**config.mk**
```make
export PLATFORM = sky130hd
export DESIGN_NAME = ic_cell
export DESIGN_NICKNAME = d
export VERILOG_FILES = /design/src/rtl/core/ic_pkg.sv /design/src/rtl/core/ic_cell.sv
export SDC_FILE = /design/constraint.sdc
export NUM_CORES = 1
export LEC_CHECK = 0
export BUFFER_PORTS_ARGS = -buffer_cell sky130_fd_sc_hd__buf_4
export CORE_AREA = 2 2 92 94
export CTS_CLUSTER_DIAMETER = 120
export DETAILED_ROUTE_END_ITERATION = 8
export DIE_AREA = 0 0 94 96
export PLACE_DENSITY = 0.7
export REMOVE_ABC_BUFFERS = 1
export SYNTH_ARGS = -nofsm -noshare
export SYNTH_HDL_FRONTEND = slang
export SYNTH_SLANG_ARGS = --single-unit
```
**constraint.sdc**
```tcl
create_clock -name aclk -period 9.55 [get_ports aclk]
set_clock_uncertainty 0.05 [all_clocks]
set_input_delay 0.955 -clock aclk [delete_from_list [all_inputs] [get_ports aclk]]
set_output_delay 0.955 -clock aclk [all_outputs]
set_load 0.01 [all_outputs]
```
**src/rtl/core/ic_pkg.sv**
```systemverilog
// ----------------------------------------------------------------------------
// ic_pkg: shared types and constants for the inversion counter
// Token control bits that travel down the cell row, field widths and the
// saturation limit of the running total.
// ----------------------------------------------------------------------------
package ic_pkg;

    // Width of one sequence element
    localparam int VALUE_W = 32;

    // Width of the reported total and its saturation value
    localparam int TOTAL_W = 15;
    localparam logic [TOTAL_W-1:0] TOTAL_MAX = {TOTAL_W{1'b1}};

    // Control bits of a token moving along the row
    typedef struct packed {
        logic valid;
        logic last;
    } ic_ctl_t;

endpackage

```
**src/rtl/core/ic_cell.sv**
```systemverilog
// ----------------------------------------------------------------------------
// ic_cell: one storage cell of the inversion counter row
// Holds the value of one sequence position. A passing token from a later
// position is compared against it and bumps its count when the stored value
// is greater; the token whose position matches writes its value here.
// ----------------------------------------------------------------------------
module ic_cell #(
    parameter int IDX_W    = 9,
    parameter int CELL_IDX = 0
) (
    input  logic                              aclk,
    input  logic                              aresetn,
    input  logic                              advance,
    input  ic_pkg::ic_ctl_t                   ctl_in,
    input  logic signed [ic_pkg::VALUE_W-1:0] value_in,
    input  logic [IDX_W-1:0]                  idx_in,
    input  logic [IDX_W-1:0]                  cnt_in,
    output ic_pkg::ic_ctl_t                   ctl_out,
    output logic signed [ic_pkg::VALUE_W-1:0] value_out,
    output logic [IDX_W-1:0]                  idx_out,
    output logic [IDX_W-1:0]                  cnt_out
);

    localparam logic [IDX_W-1:0] CELL_POS = IDX_W'(CELL_IDX);

    logic signed [ic_pkg::VALUE_W-1:0] stored_reg;
    ic_pkg::ic_ctl_t                   ctl_reg;
    logic signed [ic_pkg::VALUE_W-1:0] value_reg;
    logic [IDX_W-1:0]                  idx_reg;
    logic [IDX_W-1:0]                  cnt_reg;
    logic [IDX_W-1:0]                  cnt_next;
    logic                              hit;
    logic                              store_here;

    // Earlier element stored here and strictly greater than the token value
    assign hit        = ctl_in.valid && (CELL_POS < idx_in) && (stored_reg > value_in);
    assign store_here = ctl_in.valid && (idx_in == CELL_POS);
    assign cnt_next   = cnt_in + IDX_W'(hit);

    // Token control stage
    always_ff @(posedge aclk) begin
        if (!aresetn) begin
            ctl_reg <= '0;
        end else if (advance) begin
            ctl_reg <= ctl_in;
        end
    end

    // Token payload stage and stored element
    always_ff @(posedge aclk) begin
        if (advance) begin
            value_reg <= value_in;
            idx_reg   <= idx_in;
            cnt_reg   <= cnt_next;
            if (store_here) begin
                stored_reg <= value_in;
            end
        end
    end

    assign ctl_out   = ctl_reg;
    assign value_out = value_reg;
    assign idx_out   = idx_reg;
    assign cnt_out   = cnt_reg;

endmodule

```
* Word-level counts from Yosys, hierarchy flattened *
Cells that the tools add are included.

word-level totals
  flip-flop bits (word level) = 84
  latch bits = 0
  bits in writable memories = 0
  ROM bits = 0
  input port bits = 55
  memories kept = 0

cells by class
  add/sub/neg operators = 1
  multipliers = 0
  div/mod/pow operators = 0
  order comparisons = 2
  eq/ne operators = 0
  shift-type cells = 0
  muxes and demuxes = 0
  bitwise operators = 0
  reductions and logical operators = 5

operators by type and width
  cell                                               count
  > comparator 32 bit                                1
  adder 9 x 1 -> 9 bit                               1
  logical NOT 9 bit                                  1
  < comparator 1 x 9 -> 1 bit, first input constant  1
  logical AND 1 bit                                  3
  AND reduction 2 bit                                1

* Longest topological paths before layout *
  depth in word-level cells = 4
  depth in mapped cells = 12
  mapped depth without buffers = 12

* Worst setup path after synthesis *
No wires, ideal clock.

  path kind = input to register
  start = in idx_in[3]
  end = reg stored_reg[0] (netlist bit) (enable)
  data arrival time = 4672 ps
  data required time = 8998 ps
  slack = 4326 ps
  cell stages on the path = 2
  buffers on the path = 0
  path through = or4_1 -> nor4_1

on the way
  cells in the longest elaborated chain, start to end = 3

ends and longest elaborated chain
  what                           line           source
  from (decl)                    ic_cell.sv:16  input logic [IDX_W-1:0] idx_in,
  logical NOT 9 bit              ic_cell.sv:37  assign store_here = ctl_in.valid && (idx_in == CELL_POS);
  logical AND 1 bit              ic_cell.sv:37
  AND reduction 2 bit (no line)  -
  to (signal assigned)           ic_cell.sv:56  stored_reg <= value_in;
  to (decl)                      ic_cell.sv:26  logic signed [ic_pkg::VALUE_W-1:0] stored_reg;

Every way passes these cells.
A chain may end at the register's enable or synchronous reset.

* Worst setup path in the final report *
  start = in value_in[14] (netlist bit)
  end = reg cnt_reg[8], in the netlist cnt_out[8] (data pin)

on the way
  cells in the longest elaborated chain, start to end = 3

ends and longest elaborated chain
  what                   line           source
  from (decl)            ic_cell.sv:15  input logic signed [ic_pkg::VALUE_W-1:0] value_in,
  > comparator 32 bit    ic_cell.sv:36  assign hit = ctl_in.valid && (CELL_POS < idx_in) && (stored_reg > value_in);
  logical AND 1 bit      ic_cell.sv:36
  adder 9 x 1 -> 9 bit   ic_cell.sv:38  assign cnt_next = cnt_in + IDX_W'(hit);
  named net cnt_next[8]  ic_cell.sv:31  logic [IDX_W-1:0] cnt_next;
  to (signal assigned)   ic_cell.sv:54  cnt_reg <= cnt_next;
  to (decl)              ic_cell.sv:30  logic [IDX_W-1:0] cnt_reg;

The timed path passes the listed nets, and every way through them passes these cells.

==> results.yml <==
critical_path:
  cp-endpoint: "cnt_out[8]$_DFFE_PP_"
  crit_type: "in2reg"
  slowest_stage: "a221o_1"
  crit_buf_inv: 2
  reg2reg_depth: 11
  critPathArrivalTime_ns: 3.35
  end_kind: "register"
  cp_max_fo: 4
  crit_cells: 13
  setup.worst_path.start: "value_in[14]"
  cp-start-kind: "input pin"
  cp_slowest_stage_delay_ns: 0.36
  cp.required_ns: 9.60
  timing.rr.end: "cnt_out[8]$_DFFE_PP_"
  crit_family: "compound AO/OA/AOI/OAI gates"
  path_cells: "buf_4 -> inv_1 -> ha_1 -> a21oi_1 -> nand2_1 -> a221o_1 -> o31ai_2 -> a21oi_1 -> and3b_1 -> ha_1 -> ha_1 -> nand4_1 -> xnor2_1"
  r2r_slack_ns: 6.59
  regToRegStartpoint: "stored_reg[14]$_DFFE_PP_"
  path_common_cell: "ha_1"
clock_tree:
  clkLatencyLatePin_ns: 0.35
  htree_num_levels: 3
  cts_resized: 0
  cts_buffers: 9
  clkSinkCount: 84
  ctsHoldBuffers: 0
  clockBufferDepth: 2
  cts_setup_buffers: 0
  cts_root_buf: "clkbuf_8"
  cts_tree: "yes"
  clk_pin_slew_ns: 0.09
pwr:
  p_leak_uw: 0.00199
  p_switching_uw: 169
  p_comb_frac: 0.106
  ir_drop_mv: 0.0842
  power.share.clock: 0.348
  p_int_uw: 615
  power_density_nw_per_um2: 167
  switching_share: 0.215
  pwr-share-seq: 0.547
die:
  die_w_um: 94
  coreArea_um2: 8050
  fp.dieH_um: 96
  num_rows: 33
  start_util: 0.438
  io_pins: 107
  die-area_um2: 9020
routing:
  initialDrtViolationCount: 66
  routed_via_density: 4.90
  dr.pass1.iters: 4
  drc: 0
  wire_per_inst_um: 14.0
  antenna_left: 0
  finalWirelength_um: 6370
  vias: 2226
finish:
  drive_above_1_share: 0.364
  num-fill-cells: 659
  seqCellArea_um2: 2500
  final_nets: 433
  final_common_cell: "buf_4"
  design_area_um2: 4690
  antenna_cells: 0
  multi_input_area_um2: 908
  syn2layout_area_growth_pct: 32.8
  final_cell_mix: "107 x buf_4, 82 x edfxtp_1, 34 x ha_1, 33 x inv_1, 14 x a21oi_1"
logic_synthesis:
  seq_area_frac_synth: 0.709
  ys_warn_count: 0
  avgSynthCellArea_um2: 15.6
  netlist_area_um2: 3530
  synth_edf_count: 82
  ys_types: 35
  ys_ff_latch: 84
  yosys_most_used_dff: "edfxtp_1"
  synthCells: 226
  async_flop_share: 0
timing:
  rsz0062_at_grt: "false"
  hold_viol_final: 0
  slew_headroom: 0.546
  setup_violations: 0
  fin_crit_sh: 0.345
  slew_violations: 0
  tightest_slew_ns: 0.681
  finalSetupTns_ns: 0
  timing.fmax_mhz: 303
  fin_hold_ws_ns: 0.436
  layout_min_cycle_time_ns: 3.30
grt:
  grt.overflow.total: 0
  grt_usage: 0.147
  grt_max_degree: 54
  antenna_found_initial: 0
  grt_pass1_wl_um: 9980
  grt_pass1_vias: 2219
place:
  dpl-instance-area_um2: 4470
  numPortBuffers: 106
  hpwl_um: 4610
  routabilityCongestion: 0.695
run_status:
  status: "complete, no violations"
run:
  cap_violations: 0
hold_path:
  hold_path.class: "reg2reg"
[Yosys cell counts, types with 2 or more instances]
cell type / count / area share
edfxtp_1: 82 / 0.70
a21o_1: 2 / 0.0043
nand2_1: 9 / 0.0096
xnor2_1: 6 / 0.015
o21ai_0: 2 / 0.0028
dfxtp_1: 2 / 0.011
inv_1: 33 / 0.035
nor2_1: 2 / 0.0021
nand3_1: 4 / 0.0057
nor4_1: 2 / 0.0035
nor2b_1: 2 / 0.0035
a21oi_1: 14 / 0.020
nand4_1: 9 / 0.016
o21a_1: 3 / 0.0064
ha_1: 34 / 0.12
[cell type report]
class | instances | share of cell area
Multi-Input combinational cell | 109 | 0.194
Inverter | 33 | 0.0264
Clock inverter | 6 | 0.0190
Sequential cell | 84 | 0.534
Timing Repair Buffer | 107 | 0.171
Clock buffer | 10 | 0.0272
Tap cell | 105 | 0.0280
[how the worst min path moves through the flow]
stage	from	cells after the start	to	slack, ns
4_1_cts	ctl_out[1]$_SDFFE_PN0P_	2	ctl_out[1]$_SDFFE_PN0P_	0.44
2_1_floorplan	ctl_out[1]$_SDFFE_PN0P_	2	ctl_out[1]$_SDFFE_PN0P_	0.45
3_5_place_dp	ctl_out[1]$_SDFFE_PN0P_	2	ctl_out[1]$_SDFFE_PN0P_	0.43
3_3_place_gp	ctl_out[1]$_SDFFE_PN0P_	2	ctl_out[1]$_SDFFE_PN0P_	0.42
5_1_grt	ctl_out[1]$_SDFFE_PN0P_	2	ctl_out[1]$_SDFFE_PN0P_	0.46
6_report	ctl_out[1]$_SDFFE_PN0P_	2	ctl_out[1]$_SDFFE_PN0P_	0.44
[per-stage QoR]
step	utilization	instances	total power, uW	worst slack (ns)
2_1_floorplan	-	226	464	4.33
3_3_place_gp	0.555	438	519	5.92
3_5_place_dp	0.555	438	520	5.86
4_1_cts	0.582	454	793	6.23
5_1_grt	0.582	454	815	6.04
6_report	0.582	454	783	6.25
[metal layers]
| layer | GRT usage | routed length, um |
|---|---|---|
| met5 | 0 | 0 |
| met4 | 0.0725 | 122 |
| met3 | 0.0439 | 391 |
| met2 | 0.246 | 3210 |
| met1 | 0.173 | 2640 |
[worst min-delay path: cells and delay by family, from the launching register on]
kind	cells	cell delay, ns
flip-flops	1	0.32
AO/OA/AOI/OAI	1	0.07
AND/OR/NAND/NOR	1	0.06
[cell families (layout without fill, tap and decap cells)]
group	Yosys count	in the layout	synth area share
buffers and inverters	33	156	0.0351
and+or+nand+nor	37	37	0.0599
muxes	1	1	0.00284
adders and majority gates	34	34	0.121
AOI/OAI and AO/OA	30	30	0.0550
DFF	84	84	0.709
xor gates and xnor gates	7	7	0.0174
[power by group through the flow]
stage / Sequential (uW) / Clock (uW) / Combinational, uW
floorplan: 446 / 0 / 18.1
global placement: 437 / 0 / 82.1
detailed placement: 437 / 0 / 83.6
CTS: 429 / 281 / 83.9
global route: 430 / 293 / 91.4
finish: 428 / 272 / 82.8
Note: power is estimated with default switching activity, not from simulation.
