<file path="src/rtl/core/ic_pkg.sv">
// ----------------------------------------------------------------------------
// ic_pkg: shared types and constants for the inversion counter
// Token control bits that travel down the cell row, field widths and the
// saturation limit of the running total.
// ----------------------------------------------------------------------------
package ic_pkg;

    // Width of one sequence element
    localparam int VALUE_W = 32;

    // Width of the reported total and its saturation value
    localparam int TOTAL_W = 15;
    localparam logic [TOTAL_W-1:0] TOTAL_MAX = {TOTAL_W{1'b1}};

    // Control bits of a token moving along the row
    typedef struct packed {
        logic valid;
        logic last;
    } ic_ctl_t;

endpackage

</file>
<file path="src/rtl/core/ic_tail.sv">
// ----------------------------------------------------------------------------
// ic_tail: total accumulator and result register
// Adds each token's count to a saturating running total, flags tokens that
// found the row full, and presents one result per sequence on the m_ side.
// ----------------------------------------------------------------------------
module ic_tail #(
    parameter int IDX_W = 9,
    parameter int DEPTH = 256
) (
    input  logic                          aclk,
    input  logic                          aresetn,
    input  ic_pkg::ic_ctl_t               ctl_in,
    input  logic [IDX_W-1:0]              idx_in,
    input  logic [IDX_W-1:0]              cnt_in,
    output logic                          advance,
    output logic                          m_valid,
    input  logic                          m_ready,
    output logic [ic_pkg::TOTAL_W-1:0]    m_inversions,
    output logic                          m_overflow
);

    localparam int SUM_W = ic_pkg::TOTAL_W + 1;
    localparam logic [IDX_W-1:0] FULL_IDX = IDX_W'(DEPTH);

    logic [ic_pkg::TOTAL_W-1:0] total_reg;
    logic [ic_pkg::TOTAL_W-1:0] total_next;
    logic                       ovf_reg;
    logic                       ovf_next;
    logic [SUM_W-1:0]           sum;
    logic                       m_valid_reg;
    logic [ic_pkg::TOTAL_W-1:0] inv_reg;
    logic                       ovf_out_reg;
    logic                       take;

    // Row halts only when a closing token meets a result still waiting
    assign advance = !(ctl_in.valid && ctl_in.last && m_valid_reg && !m_ready);
    assign take    = advance && ctl_in.valid;

    // Saturating add of this token's count
    assign sum        = SUM_W'(total_reg) + SUM_W'(cnt_in);
    assign total_next = (sum >= SUM_W'(ic_pkg::TOTAL_MAX)) ? ic_pkg::TOTAL_MAX
                                                          : sum[ic_pkg::TOTAL_W-1:0];
    assign ovf_next   = ovf_reg || (idx_in == FULL_IDX);

    // Sequence accumulator
    always_ff @(posedge aclk) begin
        if (!aresetn) begin
            total_reg <= '0;
            ovf_reg   <= 1'b0;
        end else if (take) begin
            if (ctl_in.last) begin
                total_reg <= '0;
                ovf_reg   <= 1'b0;
            end else begin
                total_reg <= total_next;
                ovf_reg   <= ovf_next;
            end
        end
    end

    // Result register
    always_ff @(posedge aclk) begin
        if (!aresetn) begin
            m_valid_reg <= 1'b0;
        end else if (take && ctl_in.last) begin
            m_valid_reg <= 1'b1;
        end else if (m_ready) begin
            m_valid_reg <= 1'b0;
        end
    end

    always_ff @(posedge aclk) begin
        if (take && ctl_in.last) begin
            inv_reg     <= total_next;
            ovf_out_reg <= ovf_next;
        end
    end

    assign m_valid      = m_valid_reg;
    assign m_inversions = inv_reg;
    assign m_overflow   = ovf_out_reg;

    // A closing token always loads a result
    a_last_loads: assert property (@(posedge aclk) disable iff (!aresetn)
        (take && ctl_in.last) |=> m_valid_reg)
        else $error("closing token did not produce a result");

    // Accumulator is clear after a closing token
    a_clear_after_last: assert property (@(posedge aclk) disable iff (!aresetn)
        (take && ctl_in.last) |=> (total_reg == '0 && !ovf_reg))
        else $error("accumulator not cleared after sequence end");

    // Row only stalls on a waiting result
    a_stall_cause: assert property (@(posedge aclk) disable iff (!aresetn)
        !advance |-> (m_valid_reg && !m_ready))
        else $error("row stalled without a waiting result");

endmodule

</file>
<file path="config.mk">
export PLATFORM = sky130hd
export DESIGN_NAME = ic_tail
export DESIGN_NICKNAME = d
export VERILOG_FILES = /design/src/rtl/core/ic_pkg.sv /design/src/rtl/core/ic_tail.sv
export SDC_FILE = /design/constraint.sdc
export NUM_CORES = 1
export LEC_CHECK = 0
export BUFFER_PORTS_ARGS = -buffer_cell sky130_fd_sc_hd__buf_2
export CORE_MARGIN = 1.5
export CORE_UTILIZATION = 50
export CTS_BUF_LIST = sky130_fd_sc_hd__clkbuf_8
export CTS_CLUSTER_DIAMETER = 80
export DETAILED_ROUTE_END_ITERATION = 10
export GPL_ROUTABILITY_DRIVEN = 0
export PLACE_DENSITY_LB_ADDON = 0.25
export SYNTH_ARGS = -nofsm -noshare
export SYNTH_HDL_FRONTEND = slang
export SYNTH_SLANG_ARGS = --single-unit
</file>
<file path="constraint.sdc">
create_clock -name aclk -period 2.35 [get_ports aclk]
set_input_delay 0 -clock aclk [delete_from_list [all_inputs] [get_ports aclk]]
set_output_delay 0 -clock aclk [all_outputs]
set_load 0.02 [all_outputs]
</file>
Yosys cells after proc, flatten, opt, wreduce, memory -nomap -nowiden
Cells that the tools add are included.
{"block": "word_totals", "ff_bits": 33, "inputBits": 23, "out_inout_bits": 18}
{"block": "classes", "addsub": 1, "n_lt_le_gt_ge": 1, "n_eq_ne": 1, "mux": 5, "n_reduce_logical": 9}
{"operator": "$mux 15", "n": 2}
{"operator": "$add 15x9->16", "n": 1}
{"operator": "$ge 16x15->1 const B", "n": 1}
{"operator": "$eq 9x9->1 const B", "n": 1}
{"operator": "$logic_and 1x1->1", "n": 5}
{"operator": "$mux 1", "n": 3}
{"operator": "$logic_not 1->1", "n": 2}
{"operator": "$reduce_bool 2->1", "n": 1}
{"operator": "$logic_or 1x1->1", "n": 1}

Logic depth before layout (Yosys ltp)
Gate-level depths: netlist (run 1).
{"block": "logic_depth", "ltp_word": 7, "ltp_mapped": 8, "ltp_nobuf": 8}

Least setup slack after synthesis (run 1)
No wires, ideal clock.
{"block": "synth_path", "path_type": "register to register", "start": "register total_reg[0] in the netlist's numbering", "end": "register total_reg[10] in the netlist's numbering", "setup_time_ns": 0.123, "arrival_ns": 2.138, "path_slack_ns": 0.090, "stages_incl_launch_ff": 9, "period_less_slack_ns": 2.260, "cell_sequence": "dfxtp_1 ha_1 fa_1 a211oi_1 o21a_1 o31ai_1 and2_2 mux2i_1 a221o_2"}
{"block": "synth_via", "elab_chain_cells": 4}
{"element": "start, declared", "line_no": "ic_tail.sv:25", "rtl": "logic [ic_pkg::TOTAL_W-1:0] total_reg;"}
{"element": "start signal, assigned", "line_no": "ic_tail.sv:55", "rtl": "total_reg <= total_next;"}
{"element": "$add 15x9->16 *", "line_no": "ic_tail.sv:40", "rtl": "assign sum = SUM_W'(total_reg) + SUM_W'(cnt_in);"}
{"element": "$ge 16x15->1", "line_no": "ic_tail.sv:41", "rtl": "assign total_next = (sum >= SUM_W'(ic_pkg::TOTAL_MAX)) ? ic_pkg::TOTAL_MAX"}
{"element": "$mux 15 *", "line_no": "ic_tail.sv:41"}
{"element": "$mux 15 *", "line_no": "ic_tail.sv:51", "rtl": "if (ctl_in.last) begin"}
Every way passes the cells marked *; elsewhere a longest branch is shown, timed or not.
A chain may end at the register's enable or synchronous reset.

Worst setup path in the final report (run 1)
{"block": "layout_path", "start": "register total_reg[6] in the netlist's numbering", "end": "register total_reg[7] in the netlist's numbering"}
{"block": "layout_via", "elab_chain_cells": 4}
{"element": "$add 15x9->16 *", "line_no": "ic_tail.sv:40"}
{"element": "$ge 16x15->1", "line_no": "ic_tail.sv:41"}
{"element": "$mux 15 *", "line_no": "ic_tail.sv:41"}
{"element": "via total_next (one bit)", "line_no": "ic_tail.sv:26", "rtl": "logic [ic_pkg::TOTAL_W-1:0] total_next;"}
{"element": "$mux 15 *", "line_no": "ic_tail.sv:51"}
The timed path passes the listed nets; every way through them passes the cells marked *.

==> results of run 1 <==
-- layout by cell type (no fill, tap or decap), types with 2 or more instances in the layout --
cell type	synthesis	final
ha_1	9	7
a21o_1	3	3
o21a_1	2	2
a211oi_2	1	2
o21bai_1	2	2
edfxtp_1	16	16
nand4_1	3	3
o31ai_1	3	2
nor2_1	10	10
a31oi_1	2	2
a41o_1	2	2
ha_4	0	2
a22o_1	10	10
inv_1	6	6
nor2b_1	3	3
dfxtp_1	17	16
nor3_1	3	3
a21oi_2	0	2
clkbuf_8	0	5
or3_2	2	2
or2_2	3	3
xor2_1	4	4
nand3_1	3	3
clkinv_1	0	2
nand2_1	17	17
a21oi_1	8	6
buf_4	0	10
o21ai_0	8	8
mux2i_1	2	2
buf_2	0	40
xnor2_1	4	3
-- cell families after synthesis --
logic type,synth area share (%)
xor gates and xnor gates,3.95
and+or+nand+nor,17.7
DFF,46.3
adders and majority gates,7.49
buffers and inverters,2.54
AOI/OAI and AO/OA,20.9
muxes,1.13
-- where the power goes --
group	switching (mW)	internal, mW	leakage [nW]
combinational	0.137	0.109	0.656
sequential	0.0125	0.637	0.289
clock	0.207	0.199	0.0430
total	0.356	0.945	0.988
-- timing repair --
item / CTS / global route
setup endpoints to repair: 0 / 9
resized for setup: 0 / 8
hold buffers: 1 / 0
endpoints found under the hold margin: 2 / 0
buffers inserted: 0 / 0
-- per-layer routing --
layer	vias to the layer above	track usage, %	routed length [um]
li1	747	-	-
met1	733	27.5	1790
met2	39	35.6	2000
met3	6	5.77	168
met4	0	5.83	52
met5	-	0	0
-- critical path, delay by kind of cell (launching register included) --
family | cells | cell delay, ns
flip-flops | 1 | 0.32
AND/OR/NAND/NOR | 3 | 1.02
AO/OA/AOI/OAI | 3 | 0.54
adder cells (fa/ha/maj) | 1 | 0.28
-- stage by stage --
step	instances	utilization, %	instance area, sq um
6_report	271	66.1	2220
5_1_grt	271	66.1	2220
4_1_cts	271	64.6	2170
3_5_place_dp	262	61.9	2080
3_3_place_gp	262	61.9	2080
2_1_floorplan	170	-	1770
-- path summary, 6_finish.rpt --
kind                                   start            to  slack, ns  depth (start not counted)
worst max-delay path            total_reg[6]  total_reg[7]       0.08                          7
worst min-delay path               ctl_in[0]       m_valid       0.03                          3
worst max register to register  total_reg[6]  total_reg[7]       0.08                          7
worst min register to register  total_reg[7]  total_reg[7]       0.50                          1
-- layout make-up --
class | count | area share (%)
Multi-Input combinational cell | 127 | 43.0
Sequential cell | 33 | 37.0
Timing Repair Buffer | 51 | 12.8
Clock buffer | 5 | 3.09
Tap cell | 46 | 2.59
Inverter | 6 | 1.01
Clock inverter | 3 | 0.562
==> impl_metrics.py, run 1 <==
metrics = {
    "outcome": {
        "status": "complete, no violations",
    },
    "finish": {
        "antenna_cells": 0,
        "areaGrowthSynthToFinish_pct": 25.6,
        "drive_gt1_share_pct": 34.2,
        "seqCellArea_sq_um": 822,
        "multi_input_area_sq_um": 956,
        "nets": 257,
        "n_fill_cell": 286,
    },
    "placed_design": {
        "dp_hpwl_um": 2940,
        "io_buffers": 40,
        "pre_cts_ws_ns": 0.0247,
    },
    "synthesis": {
        "yosysWarningCount": 0,
        "syn_area_sq_um": 1770,
        "yosysUniqueCellTypes": 49,
        "synth_nets": 203,
        "synth-seq-cells": 33,
        "synth_top_area_share_pct": 27.1,
        "synthFlopType": "dfxtp_1",
        "synth_area_leader_cell": "edfxtp_1",
        "avgSynthCellArea_sq_um": 10.4,
        "synth_edf_count": 16,
        "synthCells": 170,
        "ys_seq_area_share_pct": 46.3,
        "netlist_top_cells_count": "17 x dfxtp_1, 17 x nand2_1, 16 x edfxtp_1, 10 x a22o_1, 10 x nor2_1",
        "yosys-top-cells-area": "edfxtp_1 27%, dfxtp_1 19%, ha_1 6.4%, a22o_1 4.9%, nand2_1 3.6%",
        "async_flop_share_pct": 0,
    },
    "clock_network": {
        "clkLatencyLatePin_ns": 0.29,
        "root_buffer": "clkbuf_8",
        "cts-htree-levels": 2,
        "cts_buffer_depth": 2,
        "clk_pin_slew_worst_paths_ns": 0.07,
        "cts_tree": "yes",
        "cts.sinks": 33,
        "cts_buffers": 5,
    },
    "global_route": {
        "antenna_found_initial": 0,
        "grt_pass1_wl_um": 6580,
        "overflow": 0,
        "grt_usage_pct": 21.4,
        "grt_max_degree": 17,
        "grt_pass1_vias": 1422,
    },
    "worst_setup_path": {
        "cp.arrival_ns": 2.44,
        "critical_path_class": "register to register",
        "path_cells": "ha_1 > a21oi_1 > o21ai_1 > nor2b_2 > or2_4 > or4_4 > a22o_1",
        "path_max_fanout": 6,
        "required_ns": 2.53,
        "cp_slowest_cell": "or4_4",
        "cp-end-kind": "register",
        "slowest_delay_ns": 0.55,
        "startpoint_type": "register",
    },
    "timing": {
        "setup_viol": 0,
        "fin_ws_ns": 0.0828,
        "slew_viol_final": 0,
        "fin_skew_ns": 0.00699,
        "relSlewSlack_pct": 56.0,
        "hold_violations": 0,
        "worst-slew-pin-transition_ns": 0.660,
        "hold_ws_ns": 0.0291,
        "tns_ns": 0,
        "period_share_pct": 96.5,
        "finalCriticalPeriod_ns": 2.27,
        "fmax_mhz": 441,
    },
    "drt": {
        "vias": 1525,
        "ant_nets": 0,
        "drt-initial-drc-count": 53,
        "viasPerCell": 5.63,
        "wl_um": 4010,
        "wire_per_inst_um": 14.8,
        "drc": 0,
        "first_pass_iters": 4,
    },
    "power": {
        "vdd_drop_max_v": 0.000379,
        "p_leak_nw": 0.988,
        "fin_total_pwr_mw": 1.30,
        "cellPowerDensity_nw_per_um2": 585,
    },
    "die": {
        "core_sq_um": 3360,
        "die_y_um": 62.5,
        "io_pins": 41,
        "initial_utilization_pct": 52.7,
        "fp-row-count": 21,
        "dieArea_sq_um": 3910,
        "dieWidth_um": 62.5,
    },
    "job": {
        "cap_violations": 0,
    },
    "hold_path": {
        "hp-class": "input port to register",
    },
}
No activity file was read; power rests on OpenSTA's default activity.
==> run 2: changes to the inputs <==
- PLACE_DENSITY: default -> 0.78
- PLACE_DENSITY_LB_ADDON: 0.25 -> default
==> impl_metrics.py, run 2 (same netlist as run 1, synthesis figures left out) <==
metrics = {
    "clock_network": {
        "cts_tree": "yes",
        "cts-htree-levels": 2,
        "cts.sinks": 33,
        "root_buffer": "clkbuf_8",
        "clkLatencyLatePin_ns": 0.29,
        "clk_pin_slew_worst_paths_ns": 0.07,
        "cts_buffer_depth": 2,
        "cts_buffers": 5,
    },
    "timing": {
        "period_share_pct": 96.9,
        "fmax_mhz": 439,
        "relSlewSlack_pct": 69.9,
        "worst-slew-pin-transition_ns": 0.450,
        "finalCriticalPeriod_ns": 2.28,
        "slew_viol_final": 0,
        "setup_viol": 0,
        "hold_violations": 0,
        "fin_skew_ns": 0.00916,
    },
    "hold_path": {
        "hp-class": "input port to register",
        "min_to": "m_valid",
        "hp-start": "ctl_in[1]",
        "hold_depth": 3,
    },
    "worst_setup_path": {
        "worst-r2r-setup-slack_ns": 0.07,
        "path_max_fanout": 4,
        "cp.arrival_ns": 2.45,
        "startpoint_type": "register",
        "cp_slowest_cell": "or4_4",
        "r2r_start": "total_reg[8]",
        "path_cells": "ha_1 > a21oi_2 > o21ai_1 > nor2b_2 > or2_4 > or4_4 > a22o_1",
        "critical_path_class": "register to register",
        "required_ns": 2.52,
        "cp-end-kind": "register",
        "path_delay_family": "simple AND/OR/NAND/NOR gates",
        "slowest_delay_ns": 0.54,
        "r2r.worst_path.cells": 7,
        "cp_num_buf_inv": 0,
        "r2r-end": "total_reg[7]",
        "startpoint": "total_reg[8]",
    },
    "drt": {
        "vias": 1495,
        "ant_nets": 0,
        "drt-initial-drc-count": 74,
        "wl_um": 4000,
        "first_pass_iters": 4,
        "drc": 0,
        "wire_per_inst_um": 14.9,
        "viasPerCell": 5.56,
    },
    "global_route": {
        "grt_usage_pct": 22.1,
        "grt_max_degree": 14,
        "overflow": 0,
        "grt_pass1_vias": 1500,
        "antenna_found_initial": 0,
        "grt_pass1_wl_um": 6810,
    },
    "power": {
        "cellPowerDensity_nw_per_um2": 632,
        "p_int_mw": 1.05,
        "fin_total_pwr_mw": 1.40,
        "seqPwrFrac_pct": 46.2,
        "p_leak_nw": 0.991,
        "pwr-share-comb_pct": 17.1,
        "netSwitchingFraction_pct": 25.3,
        "pwr-share-clk_pct": 36.7,
        "switchingPower_uw": 354,
        "vdd_drop_max_v": 0.000378,
    },
    "finish": {
        "final_cell_mix": "40 x buf_2, 17 x nand2_1, 17 x dfxtp_1",
        "nets": 255,
        "antenna_cells": 0,
        "final_common_cell": "buf_2",
        "final_area_sq_um": 2220,
        "drive_gt1_share_pct": 33.2,
        "areaGrowthSynthToFinish_pct": 25.3,
    },
    "placed_design": {
        "io_buffers": 40,
        "postPlaceCellArea_sq_um": 2070,
        "dp_hpwl_um": 2780,
    },
    "die": {
        "die_y_um": 62.5,
        "core_sq_um": 3360,
        "initial_utilization_pct": 52.7,
        "io_pins": 41,
        "dieWidth_um": 62.5,
        "dieArea_sq_um": 3910,
        "fp-row-count": 21,
    },
    "job": {
        "cap_violations": 0,
    },
    "outcome": {
        "status": "complete, no violations",
    },
}
==> run 2: tightest hold or removal path, cell delays in order <==
cell,delay (ns)
buf_2,0.11
a21oi_1,0.07
nor2b_1,0.10
==> run 2: final cells by class <==
cell class                 instances  area, sq um
sequential                        33          821
inverter                           6         22.5
timing repair buffer              49          270
multi-input combinational        127          942
tap                               46         57.6
clock inverter                     3         37.5
fill                             284         1140
clock buffer                       5         68.8
==> run 2: repair_timing <==
action	in CTS	in global routing
endpoints found under the hold margin	2	0
resized for setup	1	6
endpoints found under the setup margin	3	7
cloned	0	0
hold buffers	1	0
buffers inserted	0	0
pin swaps	1	1
==> run 2: power groups by stage <==
stage / Sequential, mW / Clock, mW / Combinational (mW)
after floorplan: 0.680 / 0 / 0.130
after global placement: 0.658 / 0 / 0.217
after detailed placement: 0.659 / 0 / 0.223
after CTS: 0.647 / 0.520 / 0.230
after global routing: 0.650 / 0.549 / 0.262
final: 0.647 / 0.515 / 0.240
==> run 2: how the worst max path moves through the flow <==
stage	end	depth (start not counted)	slack, ns
2_1_floorplan	total_reg[10]	8	0.09
3_3_place_gp	total_reg[10]	8	0.02
3_5_place_dp	total_reg[10]	8	-0.04
4_1_cts	total_reg[10]	8	0.03
5_1_grt	total_reg[7]	7	-0.02
6_report	total_reg[7]	7	0.07
==> run 2: through the flow <==
step                      std cells  hold WS (ns)  setup slack, ns  utilization, %  TNS, ns
after floorplan                 170         0.128           0.0898               -        0
after CTS                       269        0.0347           0.0299            65.1        0
after global routing            269        0.0612          -0.0193            66.0  -0.0193
after detailed placement        260         0.288          -0.0439            61.5  -0.0439
final                           269        0.0327           0.0724            66.0        0
after global placement          260         0.285           0.0220            61.5        0
==> run 2: per-layer routing <==
layer	GRT usage (%)	wire length, um
met3	5.77	192
met1	27.3	1720
met4	10.3	101
met5	0	0
met2	36.0	1980
